--- config.mk ---
export PLATFORM = sky130hd
export DESIGN_NAME = vgts_ctrl
export DESIGN_NICKNAME = d
export VERILOG_FILES = /design/src/hw/rtl/vgts_pkg.sv /design/src/hw/rtl/vgts_ctrl.sv
export SDC_FILE = /design/constraint.sdc
export NUM_CORES = 1
export LEC_CHECK = 0
export BUFFER_PORTS_ARGS = -buffer_cell sky130_fd_sc_hd__buf_4
export CORE_MARGIN = 4
export CORE_UTILIZATION = 40
export CTS_CLUSTER_DIAMETER = 200
export DETAILED_ROUTE_END_ITERATION = 8
export GPL_TIMING_DRIVEN = 0
export HOLD_SLACK_MARGIN = 0.02
export PLACE_DENSITY = 0.7
export SLEW_MARGIN = 0
export SYNTH_ARGS = -nofsm -noshare
export SYNTH_HDL_FRONTEND = slang
export SYNTH_SLANG_ARGS = --single-unit
--- constraint.sdc ---
create_clock -name clk -period 1.5 [get_ports clk]
set_input_delay 0.15 -clock clk [delete_from_list [all_inputs] [get_ports clk]]
set_output_delay 0.15 -clock clk [all_outputs]
set_load 0.1 [all_outputs]
--- src/hw/rtl/vgts_pkg.sv ---
package vgts_pkg;

    localparam int CMD_BITS = 2;
    localparam int IDX_BITS = 14;
    localparam int POS_BITS = 32;
    localparam int DIM_BITS = 13;
    localparam int INV_BITS = 24;
    localparam int OUT_BITS = 24;
    localparam int IN_SAMPLE_BITS = 24;
    // Cell coordinates after scaling: a 32 x 24 product shifted by 32 fits 24 bits.
    localparam int CELL_BITS = 25;
    // Flat index range: a scaled cell below 2^24 times h*d below 2^26, plus the
    // other terms, stays well below 2^51.
    localparam int FLAT_BITS = 52;

    localparam logic [CMD_BITS-1:0] CMD_WRITE  = 2'd0;
    localparam logic [CMD_BITS-1:0] CMD_READ   = 2'd1;
    localparam logic [CMD_BITS-1:0] CMD_INTERP = 2'd2;

    localparam logic [2:0] REG_WIDTH  = 3'd0;
    localparam logic [2:0] REG_HEIGHT = 3'd1;
    localparam logic [2:0] REG_DEPTH  = 3'd2;
    localparam logic [2:0] REG_INV_X  = 3'd3;
    localparam logic [2:0] REG_INV_Y  = 3'd4;
    localparam logic [2:0] REG_INV_Z  = 3'd5;

    // Commands from the controller to the datapath.
    typedef struct packed {
        logic load;       // capture the input word
        logic scale;      // multiply positions by reciprocals
        logic hd;         // compute height*depth
        logic addr;       // form flat index for the selected corner
        logic [2:0] corner;
        logic mem_write;  // store sample at flat index if in range
        logic mem_read;   // issue memory read at flat index
        logic capture;    // capture read data of the corner into its slot
        logic [2:0] cap_corner;
        logic lerp;       // run one lerp step
        logic [2:0] lerp_step;
        logic out_read;   // result is the single read value
        logic out_interp; // result is the final lerp
    } vgts_cmd_t;

    typedef struct packed {
        logic [CMD_BITS-1:0] command;
    } vgts_stat_t;

endpackage

--- src/hw/rtl/vgts_ctrl.sv ---
module vgts_ctrl
(
    input  logic                 clk,
    input  logic                 rst_n,
    input  logic                 in_fire,
    input  vgts_pkg::vgts_stat_t stat,
    input  logic                 out_free,
    output logic                 busy,
    output logic                 out_push,
    output vgts_pkg::vgts_cmd_t  cmd
);
    import vgts_pkg::*;

    typedef enum logic [3:0] {
        S_IDLE, S_SCALE, S_HD, S_ADDR, S_MEM, S_CAP, S_LERP, S_PUSH
    } state_t;

    state_t state_reg, state_next;
    logic [2:0] corner_reg, corner_next;
    logic [2:0] step_reg, step_next;

    always_ff @(posedge clk or negedge rst_n)
    begin
        if (!rst_n)
        begin
            state_reg  <= S_IDLE;
            corner_reg <= '0;
            step_reg   <= '0;
        end
        else
        begin
            state_reg  <= state_next;
            corner_reg <= corner_next;
            step_reg   <= step_next;
        end
    end

    always_comb
    begin
        state_next  = state_reg;
        corner_next = corner_reg;
        step_next   = step_reg;
        cmd         = '0;
        out_push    = 1'b0;
        busy        = (state_reg != S_IDLE);
        cmd.corner     = corner_reg;
        cmd.cap_corner = corner_reg;
        cmd.lerp_step  = step_reg;
        unique case (state_reg)
            S_IDLE:
            begin
                if (in_fire)
                begin
                    cmd.load    = 1'b1;
                    corner_next = '0;
                    step_next   = '0;
                    state_next  = S_SCALE;
                end
            end
            S_SCALE:
            begin
                cmd.scale  = 1'b1;
                state_next = S_HD;
            end
            S_HD:
            begin
                cmd.hd     = 1'b1;
                state_next = S_ADDR;
            end
            S_ADDR:
            begin
                cmd.addr   = 1'b1;
                state_next = S_MEM;
            end
            S_MEM:
            begin
                if (stat.command == CMD_WRITE)
                begin
                    cmd.mem_write = 1'b1;
                    state_next    = S_IDLE;
                end
                else if (stat.command == CMD_READ || stat.command == CMD_INTERP)
                begin
                    cmd.mem_read = 1'b1;
                    state_next   = S_CAP;
                end
                else
                begin
                    state_next = S_IDLE;
                end
            end
            S_CAP:
            begin
                cmd.capture = 1'b1;
                if (stat.command == CMD_READ || corner_reg == 3'd7)
                begin
                    state_next = (stat.command == CMD_READ) ? S_PUSH : S_LERP;
                end
                else
                begin
                    corner_next = corner_reg + 3'd1;
                    state_next  = S_ADDR;
                end
            end
            S_LERP:
            begin
                cmd.lerp  = 1'b1;
                step_next = step_reg + 3'd1;
                if (step_reg == 3'd6)
                begin
                    state_next = S_PUSH;
                end
            end
            S_PUSH:
            begin
                if (out_free)
                begin
                    out_push       = 1'b1;
                    cmd.out_read   = (stat.command == CMD_READ);
                    cmd.out_interp = (stat.command != CMD_READ);
                    state_next     = S_IDLE;
                end
            end
            default:
            begin
                state_next = S_IDLE;
            end
        endcase
    end

`ifndef SYNTHESIS
    a_push_free: assert property (@(posedge clk) disable iff (!rst_n)
        out_push |-> out_free) else $error("push into full output");
    a_idle_load: assert property (@(posedge clk) disable iff (!rst_n)
        cmd.load |-> state_reg == S_IDLE) else $error("load while busy");
    a_lerp_after_cap: assert property (@(posedge clk) disable iff (!rst_n)
        (state_reg == S_CAP && corner_reg == 3'd7 && stat.command == CMD_INTERP)
        |=> state_reg == S_LERP) else $error("lerp not started");
`endif

endmodule

Word-level counts from Yosys, hierarchy flattened:

Cells that the tools add are included.

* logic and storage cells: 58
* ROM bits: 0
* memories: 0
* bits in writable memories: 0
* register bits after elaboration: 10
* input port bits: 6
* output and inout port bits: 21
* bits in latches: 0

* $add $sub $neg: 2
* reductions and logical operators: 10
* bitwise logic cells: 0
* shift operators: 0
* equality and inequality tests: 16
* divide/modulo/power cells: 0
* muxes and demuxes: 27
* order comparisons: 0
* multiply operators: 0

Operators by type and width (count)
* case mux 4 bit (8 select lines): 1
* == test 4 x 3 -> 1 bit, second input constant: 4
* 2-to-1 mux 4 bit: 4
* 2-to-1 mux 1 bit: 13
* 2-to-1 mux 3 bit: 4
* case mux 3 bit (2 select lines): 2
* == test 4 x 2 -> 1 bit, second input constant: 2
* != test 2 bit, second input constant: 4
* adder 3 x 1 -> 3 bit, second input constant: 2
* == test 3 bit, second input constant: 2
* 2-to-1 mux 2 bit: 3
* AND reduction 3 bit: 2
* == test 4 x 1 -> 1 bit, second input constant: 1
* zero test 4 bit: 1
* nonzero test 2 bit: 2
* nonzero test 4 bit: 1
* == test 2 x 1 -> 1 bit, second input constant: 1
* == test 2 bit, second input constant: 1
* zero test 2 bit: 1
* logical OR 1 bit: 2
* != test 2 x 1 -> 1 bit, second input constant: 1
* AND reduction 2 bit: 1

Longest topological paths before layout:

Gate-level depths: netlist of run 1.

* word-level depth: 5
* depth in mapped cells: 6

Least setup slack after synthesis of run 1:

No wires, ideal clock.

* path kind: reg-to-output
* from: register state_reg[1]
* to: output cmd[16] in the netlist's numbering
* arrival time: 2.866 ns
* data required time: 1.350 ns
* stages on the path, launching flop included: 3
* buffers on the path: 1
* path slack: -1.516 ns
* cells stage by stage: dfrtp_1 buf_2 nor3b_1

RTL lines
* start, declared: RTL line vgts_ctrl.sv:18 `state_t state_reg, state_next;`
* start signal, assigned: RTL line vgts_ctrl.sv:32 `state_reg <= state_next;`
* end, declared: RTL line vgts_ctrl.sv:10 `output vgts_pkg::vgts_cmd_t cmd`

==> impl_metrics.ini, run 1 <==
[yosys]
synth_top_area_share_pct = 32.0
syn-num-nets = 90
synth_edf_count = 0
synth_cell_types = 33
synth_top_family_by_area = simple AND/OR/NAND/NOR gates
synth_compound_area_share_pct = 13.5
async_flop_share_pct = 100
synth_top_flop_cell = dfrtp_1
synth_xor_area_share_pct = 0
syn_area_per_cell_um2 = 9.03
synth-simple-area-share_pct = 31.4
synth_warnings = 0
muxShareOfSynthArea_pct = 2.13
synth.largest_area_cell = dfrtp_1
synthTopCellsByCount = dfrtp_1, nor2_1, ha_1, nand2_1
synthTopCellsByArea = dfrtp_1, ha_1, buf_4, nor2_1, nor4b_4
synth_area_um2 = 704
synth-seq-cells = 9
yosysSeqAreaShare_pct = 32.0
synth-adder-area-share_pct = 10.7
yosysMostFrequentCell = dfrtp_1
synthCells = 78

[critical_path]
reg2reg_from = corner_reg[0]
worstSetupPathType = flop to output pin
r2r_cells = 5
required_ps = 1350
r2r-end = corner_reg[0]
path_max_fanout = 7
worstPathArrival_ps = 1460
endpoint_kind = output pin
r2r_setup_slack_ps = 40
startpoint_type = flop

[timing]
post-route-period-util_pct = 107
slew_headroom_pct = 69.6
period_minus_slack_ps = 1610
tightestPinTransition_ps = 456
rsz0062_at_grt = true
finClkSkew_ps = 3.90
finalHoldViolCount = 0
setup_viol = 6
layout_setup_ws_ps = -110
fmax_mhz = 621
drv_slew = 0

[cells_and_area]
fin_cells = 135
final_util_pct = 81.3
drive_gt1_share_pct = 66.4
n_antenna_cell = 0
area_delta_synth_final_pct = 82.1
final_area_um2 = 1280
nets = 132

[placement]
postPlaceCellArea_um2 = 1000
io_buffers = 26
hpwl_mm = 1.25
place_worst_setup_slack_ps = -3.71
gp_congestion = 0.721
place_inst = 120

[global_routing]
antenna_found_initial = 0
overflow = 0
grt_max_degree = 11
grt_pass1_vias = 673
grt_use_total_pct = 16.6
grt_pass1_wl_mm = 3.16

[route]
dr_wl_met3_um = 122
dr.pass1.iters = 4
dr_total_vias = 703
detail_route.wl_per_cell_um = 14.9
routed.top_layer = met3
via_per_inst = 5.21
wl_mm = 2.01
wl_met1_um = 812
postRouteAntennaNets = 0
dr.first_iter.drc_count = 18
drc = 0
met2_length_mm = 1.08

[clock_tree]
clk_pin_slew_ps = 60
cts_max_level = 1
clkLatencyLatePin_ps = 260
cts.sinks = 9
cts-root-buf = clkbuf_4
numCtsBuffers = 3
cts_buffer_depth = 2
cts_tree = done

[die]
die_h_um = 50.0
initial_core_util_pct = 44.7
die_area_um2 = 2500
ios = 27
rows = 14
fp.dieW_um = 50.0
core_um2 = 1580

[hold_path]
hold_end = state_reg[0]
min_path_cells = 4
hold_path.startpoint = out_free
hold_class = primary input to flop

[status]
violations = setup timing
status = finished, violations left

[run]
cap_violations = 0
-- worst max path at each step --
| stage | depth (start not counted) | end | slack, ps | from |
|---|---|---|---|---|
| final | 4 | cmd[1] | -110 | state_reg[0] |
| after global placement | 3 | busy | -20 | state_reg[1] |
| after global routing | 4 | cmd[1] | -150 | state_reg[0] |
| after CTS | 3 | busy | -90 | state_reg[0] |
| after floorplan | 5 | step_reg[2] | -570 | state_reg[2] |
| after detailed placement | 3 | busy | -4 | state_reg[1] |
-- cell families (layout without fill, tap and decap cells) --
family / Yosys count / count (layout)
AO/OA/AOI/OAI: 15 / 15
AND/OR/NAND/NOR: 35 / 35
flip-flops: 9 / 9
adder cells (fa/ha/maj): 6 / 6
multiplexers: 1 / 1
buffers and inverters: 12 / 53
-- worst max-delay path, stage by stage (launching register included) --
cell and delay (ps):
dfrtp_2 450, nand2_1 200, nor2_4 170, and2_4 150, buf_6 210
-- what timing repair did --
| item | CTS | global route |
|---|---|---|
| endpoints found under the hold margin | 9 | 0 |
| pin swaps | 1 | 6 |
| hold buffers | 1 | 0 |
| buffers inserted | 7 | 3 |
| resized for setup | 29 | 15 |
| setup endpoints to repair | 11 | 16 |
-- cells in the final DEF, fill, tap and decap left out, types with 2 or more instances in the layout --
master,count
buf_4,26
buf_6,8
nand2_1,6
nor2_1,6
buf_12,6
dfrtp_2,5
ha_1,4
inv_1,3
buf_8,3
nor3_4,3
o22ai_1,3
clkbuf_4,3
nand3b_1,2
nor2_2,2
and3_4,2
a22o_2,2
o21ai_0,2
a21oi_1,2
o21ai_1,2
ha_4,2
dfrtp_4,2
dfrtp_1,2
-- metrics by stage --
step,hold slack (ps),TNS [ps]
floorplan,-146,-2900
global placement,-21.9,-22.1
detailed placement,-22.1,-3.71
CTS,204,-253
global route,254,-928
finish,201,-435
-- area by class of cell --
| class | instances | area, um^2 |
|---|---|---|
| fill | 90 | 294 |
| sequential | 9 | 239 |
| buffer | 7 | 71.3 |
| tap | 16 | 20.0 |
| clock buffer | 4 | 26.3 |
| inverter | 5 | 21.3 |
| timing repair buffer | 37 | 389 |
| multi-input combinational | 57 | 515 |
-- layer usage --
metal  up-vias  track usage (%)
met5         -                0
met4         0             5.07
met3         0             5.72
met2        26             26.7
met1       328             20.7
li1        349                -
Power of run 1 is not shown: default switching activity piles up to over one toggle a cycle in this logic, so the estimate is an artifact.
==> run 2: changes to the inputs <==
--- a/config.mk
+++ b/config.mk
@@ -6,7 +6,7 @@
 export NUM_CORES = 1
 export LEC_CHECK = 0
 export BUFFER_PORTS_ARGS = -buffer_cell sky130_fd_sc_hd__buf_4
-export CORE_MARGIN = 4
+export CORE_MARGIN = 2
 export CORE_UTILIZATION = 40
 export CTS_CLUSTER_DIAMETER = 200
 export DETAILED_ROUTE_END_ITERATION = 8
==> impl_metrics.ini, run 2 (synthesized netlist as in run 1, its figures left out) <==
[route]
via_per_inst = 5.26
detail_route.wl_per_cell_um = 15.1
dr.pass1.iters = 4
dr.first_iter.drc_count = 14
dr_total_vias = 737
wl_mm = 2.11
postRouteAntennaNets = 0
drc = 0

[clock_tree]
numCtsBuffers = 3
cts.sinks = 9
cts_max_level = 1
clkLatencyLatePin_ps = 260
cts_buffer_depth = 2
clk_pin_slew_ps = 60
cts_tree = done
cts-root-buf = clkbuf_4

[timing]
setup_viol = 8
fmax_mhz = 625
finClkSkew_ps = 1.36
layout_setup_ws_ps = -101
drv_slew = 0
slew_headroom_pct = 77.4
period_minus_slack_ps = 1600
tightestPinTransition_ps = 340
post-route-period-util_pct = 107
finalHoldViolCount = 0
rsz0062_at_grt = true

[global_routing]
grt_use_total_pct = 21.2
grt_pass1_vias = 666
grt_max_degree = 11
grt_pass1_wl_mm = 3.04
overflow = 0
antenna_found_initial = 0

[critical_path]
slowest_stage = dfrtp_2
worstPathArrival_ps = 1450
path_max_fanout = 10
endpoint_kind = output pin
cp_top_family = flip-flops
cpPeakStageDelay_ps = 440
crit_buf_inv = 2
crit_chain = buf_4 > or3_4 > buf_12
worstSetupPathType = flop to output pin
required_ps = 1350
startpoint_type = flop
crit_cells = 3
r2r_cells = 7

[cells_and_area]
n_antenna_cell = 0
nets = 136
final_cell_mix = buf_4, buf_12, buf_6, nor2_1
fin_cells = 140
drive_gt1_share_pct = 67.5
final_area_um2 = 1310
area_delta_synth_final_pct = 85.8
final_common_cell = buf_4

[placement]
gp_congestion = 0.802
hpwl_mm = 1.20
place_inst = 121
io_buffers = 26
postPlaceCellArea_um2 = 1000

[hold_path]
hold_class = primary input to flop
min_path_cells = 4

[die]
rows = 15
initial_core_util_pct = 41.7
die_h_um = 46.0
fp.dieW_um = 46.0
core_um2 = 1690
ios = 27
die_area_um2 = 2110

[run]
cap_violations = 0

[status]
status = finished, violations left
violations = setup timing
## run 2: cell types whose count changed in the layout (fill, tap and decap cells not counted), sizes merged
cell	previous run	this run
buf	43	47
## run 2: path summary, 6_finish.rpt
| check | from | end | slack [ps] |
|---|---|---|---|
| worst max-delay path | state_reg[1] | busy | -100 |
| worst min-delay path | out_free | state_reg[0] | 230 |
| worst max register to register | state_reg[0] | state_reg[0] | 50 |
| worst min register to register | step_reg[2] | step_reg[2] | 510 |
| max in group asynchronous | rst_n | corner_reg[1] | 1110 |
| min in group asynchronous | rst_n | corner_reg[0] | 240 |
## run 2: routing by layer
metal  up-vias  part of all wire (%)  GRT usage, %
li1        358                     -             -
met1       349                    40          26.3
met5         -                     0             0
met2        23                    52          31.4
met3         7                   6.1          9.52
met4         0                   1.7          9.14
## run 2: worst reg2reg max path: stages, from the launching register on
cell and delay (ps):
dfrtp_2 450, buf_6 150, buf_4 130, buf_4 140, nor2_1 140, a21oi_1 90, a31oi_1 170, nor2_1 60
## run 2: cell type report
class                      instances  area (um^2)
tap                               17         21.3
inverter                           5         21.3
multi-input combinational         57          500
sequential                         9          239
fill                             119          380
buffer                             7         67.6
timing repair buffer              41          433
clock buffer                       4         26.3
## run 2: through the flow
step / TNS, ps / hold WS (ps) / util [%] / setup WS (ps)
4_1_cts: -426 / 204 / 73.3 / -107
3_5_place_dp: -34.1 / -20.8 / 59.5 / -34.1
2_1_floorplan: -2900 / -146 / - / -571
5_1_grt: -805 / 239 / 77.5 / -130
6_report: -272 / 233 / 77.5 / -101
3_3_place_gp: -17.2 / -21.4 / 59.5 / -17.2
## run 2: timing repair
action / 4_1_cts / 5_1_grt
buffers inserted: 10 / 4
gates resized for setup: 33 / 10
pin swaps: 3 / 0
hold buffers: 1 / 0
endpoints found under the setup margin: 12 / 16
endpoints found under the hold margin: 9 / 0
Power of run 2 is left out for the same reason.
==> run 3: changes to the inputs <==
--- a/config.mk
+++ b/config.mk
@@ -12,7 +12,7 @@
 export DETAILED_ROUTE_END_ITERATION = 8
 export GPL_TIMING_DRIVEN = 0
 export HOLD_SLACK_MARGIN = 0.02
-export PLACE_DENSITY = 0.7
+export PLACE_DENSITY = 0.81
 export SLEW_MARGIN = 0
 export SYNTH_ARGS = -nofsm -noshare
 export SYNTH_HDL_FRONTEND = slang
==> impl_metrics.ini, run 3 (synthesized netlist as in run 1, its figures left out) <==
[global_routing]
grt_pass1_wl_mm = 2.95
grt_pass1_vias = 677
antenna_found_initial = 0
overflow = 0
grt_use_total_pct = 20.4
grt_max_degree = 11

[route]
wl_mm = 2.22
detail_route.wl_per_cell_um = 16.1
dr_wl_met3_um = 102
drc = 0
dr_total_vias = 772
met2_length_mm = 1.11
routed.top_layer = met4
postRouteAntennaNets = 0
dr.first_iter.drc_count = 18
dr.pass1.iters = 4
wl_met1_um = 912
via_per_inst = 5.59

[placement]
hpwl_mm = 1.26
postPlaceCellArea_um2 = 1000
gp_congestion = 0.780
place_inst = 121
io_buffers = 26

[cells_and_area]
fin_cells = 138
final_util_pct = 77.6
n_antenna_cell = 0
final_area_um2 = 1310
fillers = 97
nets = 134
area_delta_synth_final_pct = 86.0
final_common_cell = buf_4
final_cell_mix = buf_4, buf_12, buf_6, nor2_1
drive_gt1_share_pct = 68.6

[critical_path]
crit_buf_inv = 3
path_max_fanout = 7
cpPeakStageDelay_ps = 370
endpoint_kind = output pin
worstSetupPathType = flop to output pin
worstPathArrival_ps = 1440
r2r_setup_slack_ps = -10
cp_top_family = buffers and inverters
reg2reg_from = corner_reg[0]
r2r_cells = 6
required_ps = 1350
slowest_stage = dfrtp_1
crit_chain = buf_6 > buf_8 > or3_4 > buf_12
startpoint_type = flop
r2r-end = state_reg[0]

[die]
initial_core_util_pct = 41.7
core_um2 = 1690
fp.dieW_um = 46.0
die_h_um = 46.0
rows = 15
die_area_um2 = 2110
ios = 27

[timing]
rsz0062_at_grt = true
layout_setup_ws_ps = -87.9
period_minus_slack_ps = 1590
slew_headroom_pct = 70.5
fmax_mhz = 630
finClkSkew_ps = 12.7
drv_slew = 0
tightestPinTransition_ps = 443
post-route-period-util_pct = 106
finalHoldViolCount = 0
setup_viol = 9

[status]
status = finished, violations left
violations = setup timing

[hold_path]
hold_class = primary input to async pin

[clock_tree]
cts.sinks = 9
clk_pin_slew_ps = 70
cts_buffer_depth = 2
cts_tree = done
clkLatencyLatePin_ps = 280
cts-root-buf = clkbuf_4
cts_max_level = 1
numCtsBuffers = 3

[run]
cap_violations = 0
==> run 3: cell types whose count changed in the layout (fill, tap and decap cells not counted) <==
cell,delta
buf_4,-2
nor3b_1,-1
nor3b_2,+1
nor2b_4,+1
and3_4,+1
and3_2,-1
nor2b_1,-1
==> run 3: worst max-delay path by stage <==
stage | from | endpoint | slack [ps] | cells after the start
4_1_cts | state_reg[2] | busy | -60 | 4
2_1_floorplan | state_reg[2] | step_reg[2] | -570 | 5
6_report | state_reg[2] | busy | -90 | 4
5_1_grt | state_reg[2] | busy | -120 | 4
3_5_place_dp | state_reg[1] | busy | -30 | 3
3_3_place_gp | state_reg[1] | busy | -6 | 3
==> run 3: what timing repair did <==
item,4_1_cts,5_1_grt
pin swaps,1,4
hold buffers,1,0
gates cloned,0,0
setup endpoints to repair,12,14
endpoints found under the hold margin,9,0
gates resized for setup,27,20
buffers inserted,9,3
==> run 3: area by class of cell <==
class                      count  area [um^2]  area share, %
buffer                         7         67.6           5.16
clock buffer                   4         26.3           2.01
inverter                       5         21.3           1.62
multi-input combinational     57          517           39.4
sequential                     9          239           18.2
tap                           17         21.3           1.62
timing repair buffer          39          418           31.9
==> run 3: stage by stage <==
stage / hold slack (ps) / setup slack [ps] / TNS [ps]
finish: 236 / -87.9 / -247
floorplan: -146 / -571 / -2900
CTS: 203 / -64.8 / -215
global placement: -21.5 / -6.02 / -6.02
detailed placement: -19.9 / -26.0 / -26.0
global route: 221 / -120 / -692
==> run 3: layer usage <==
layer	vias up	track usage [%]
met2	31	33.3
met3	13	6.75
met5	-	0
met1	374	23.1
met4	0	11.4
li1	354	-
Power of run 3 is left out for the same reason.
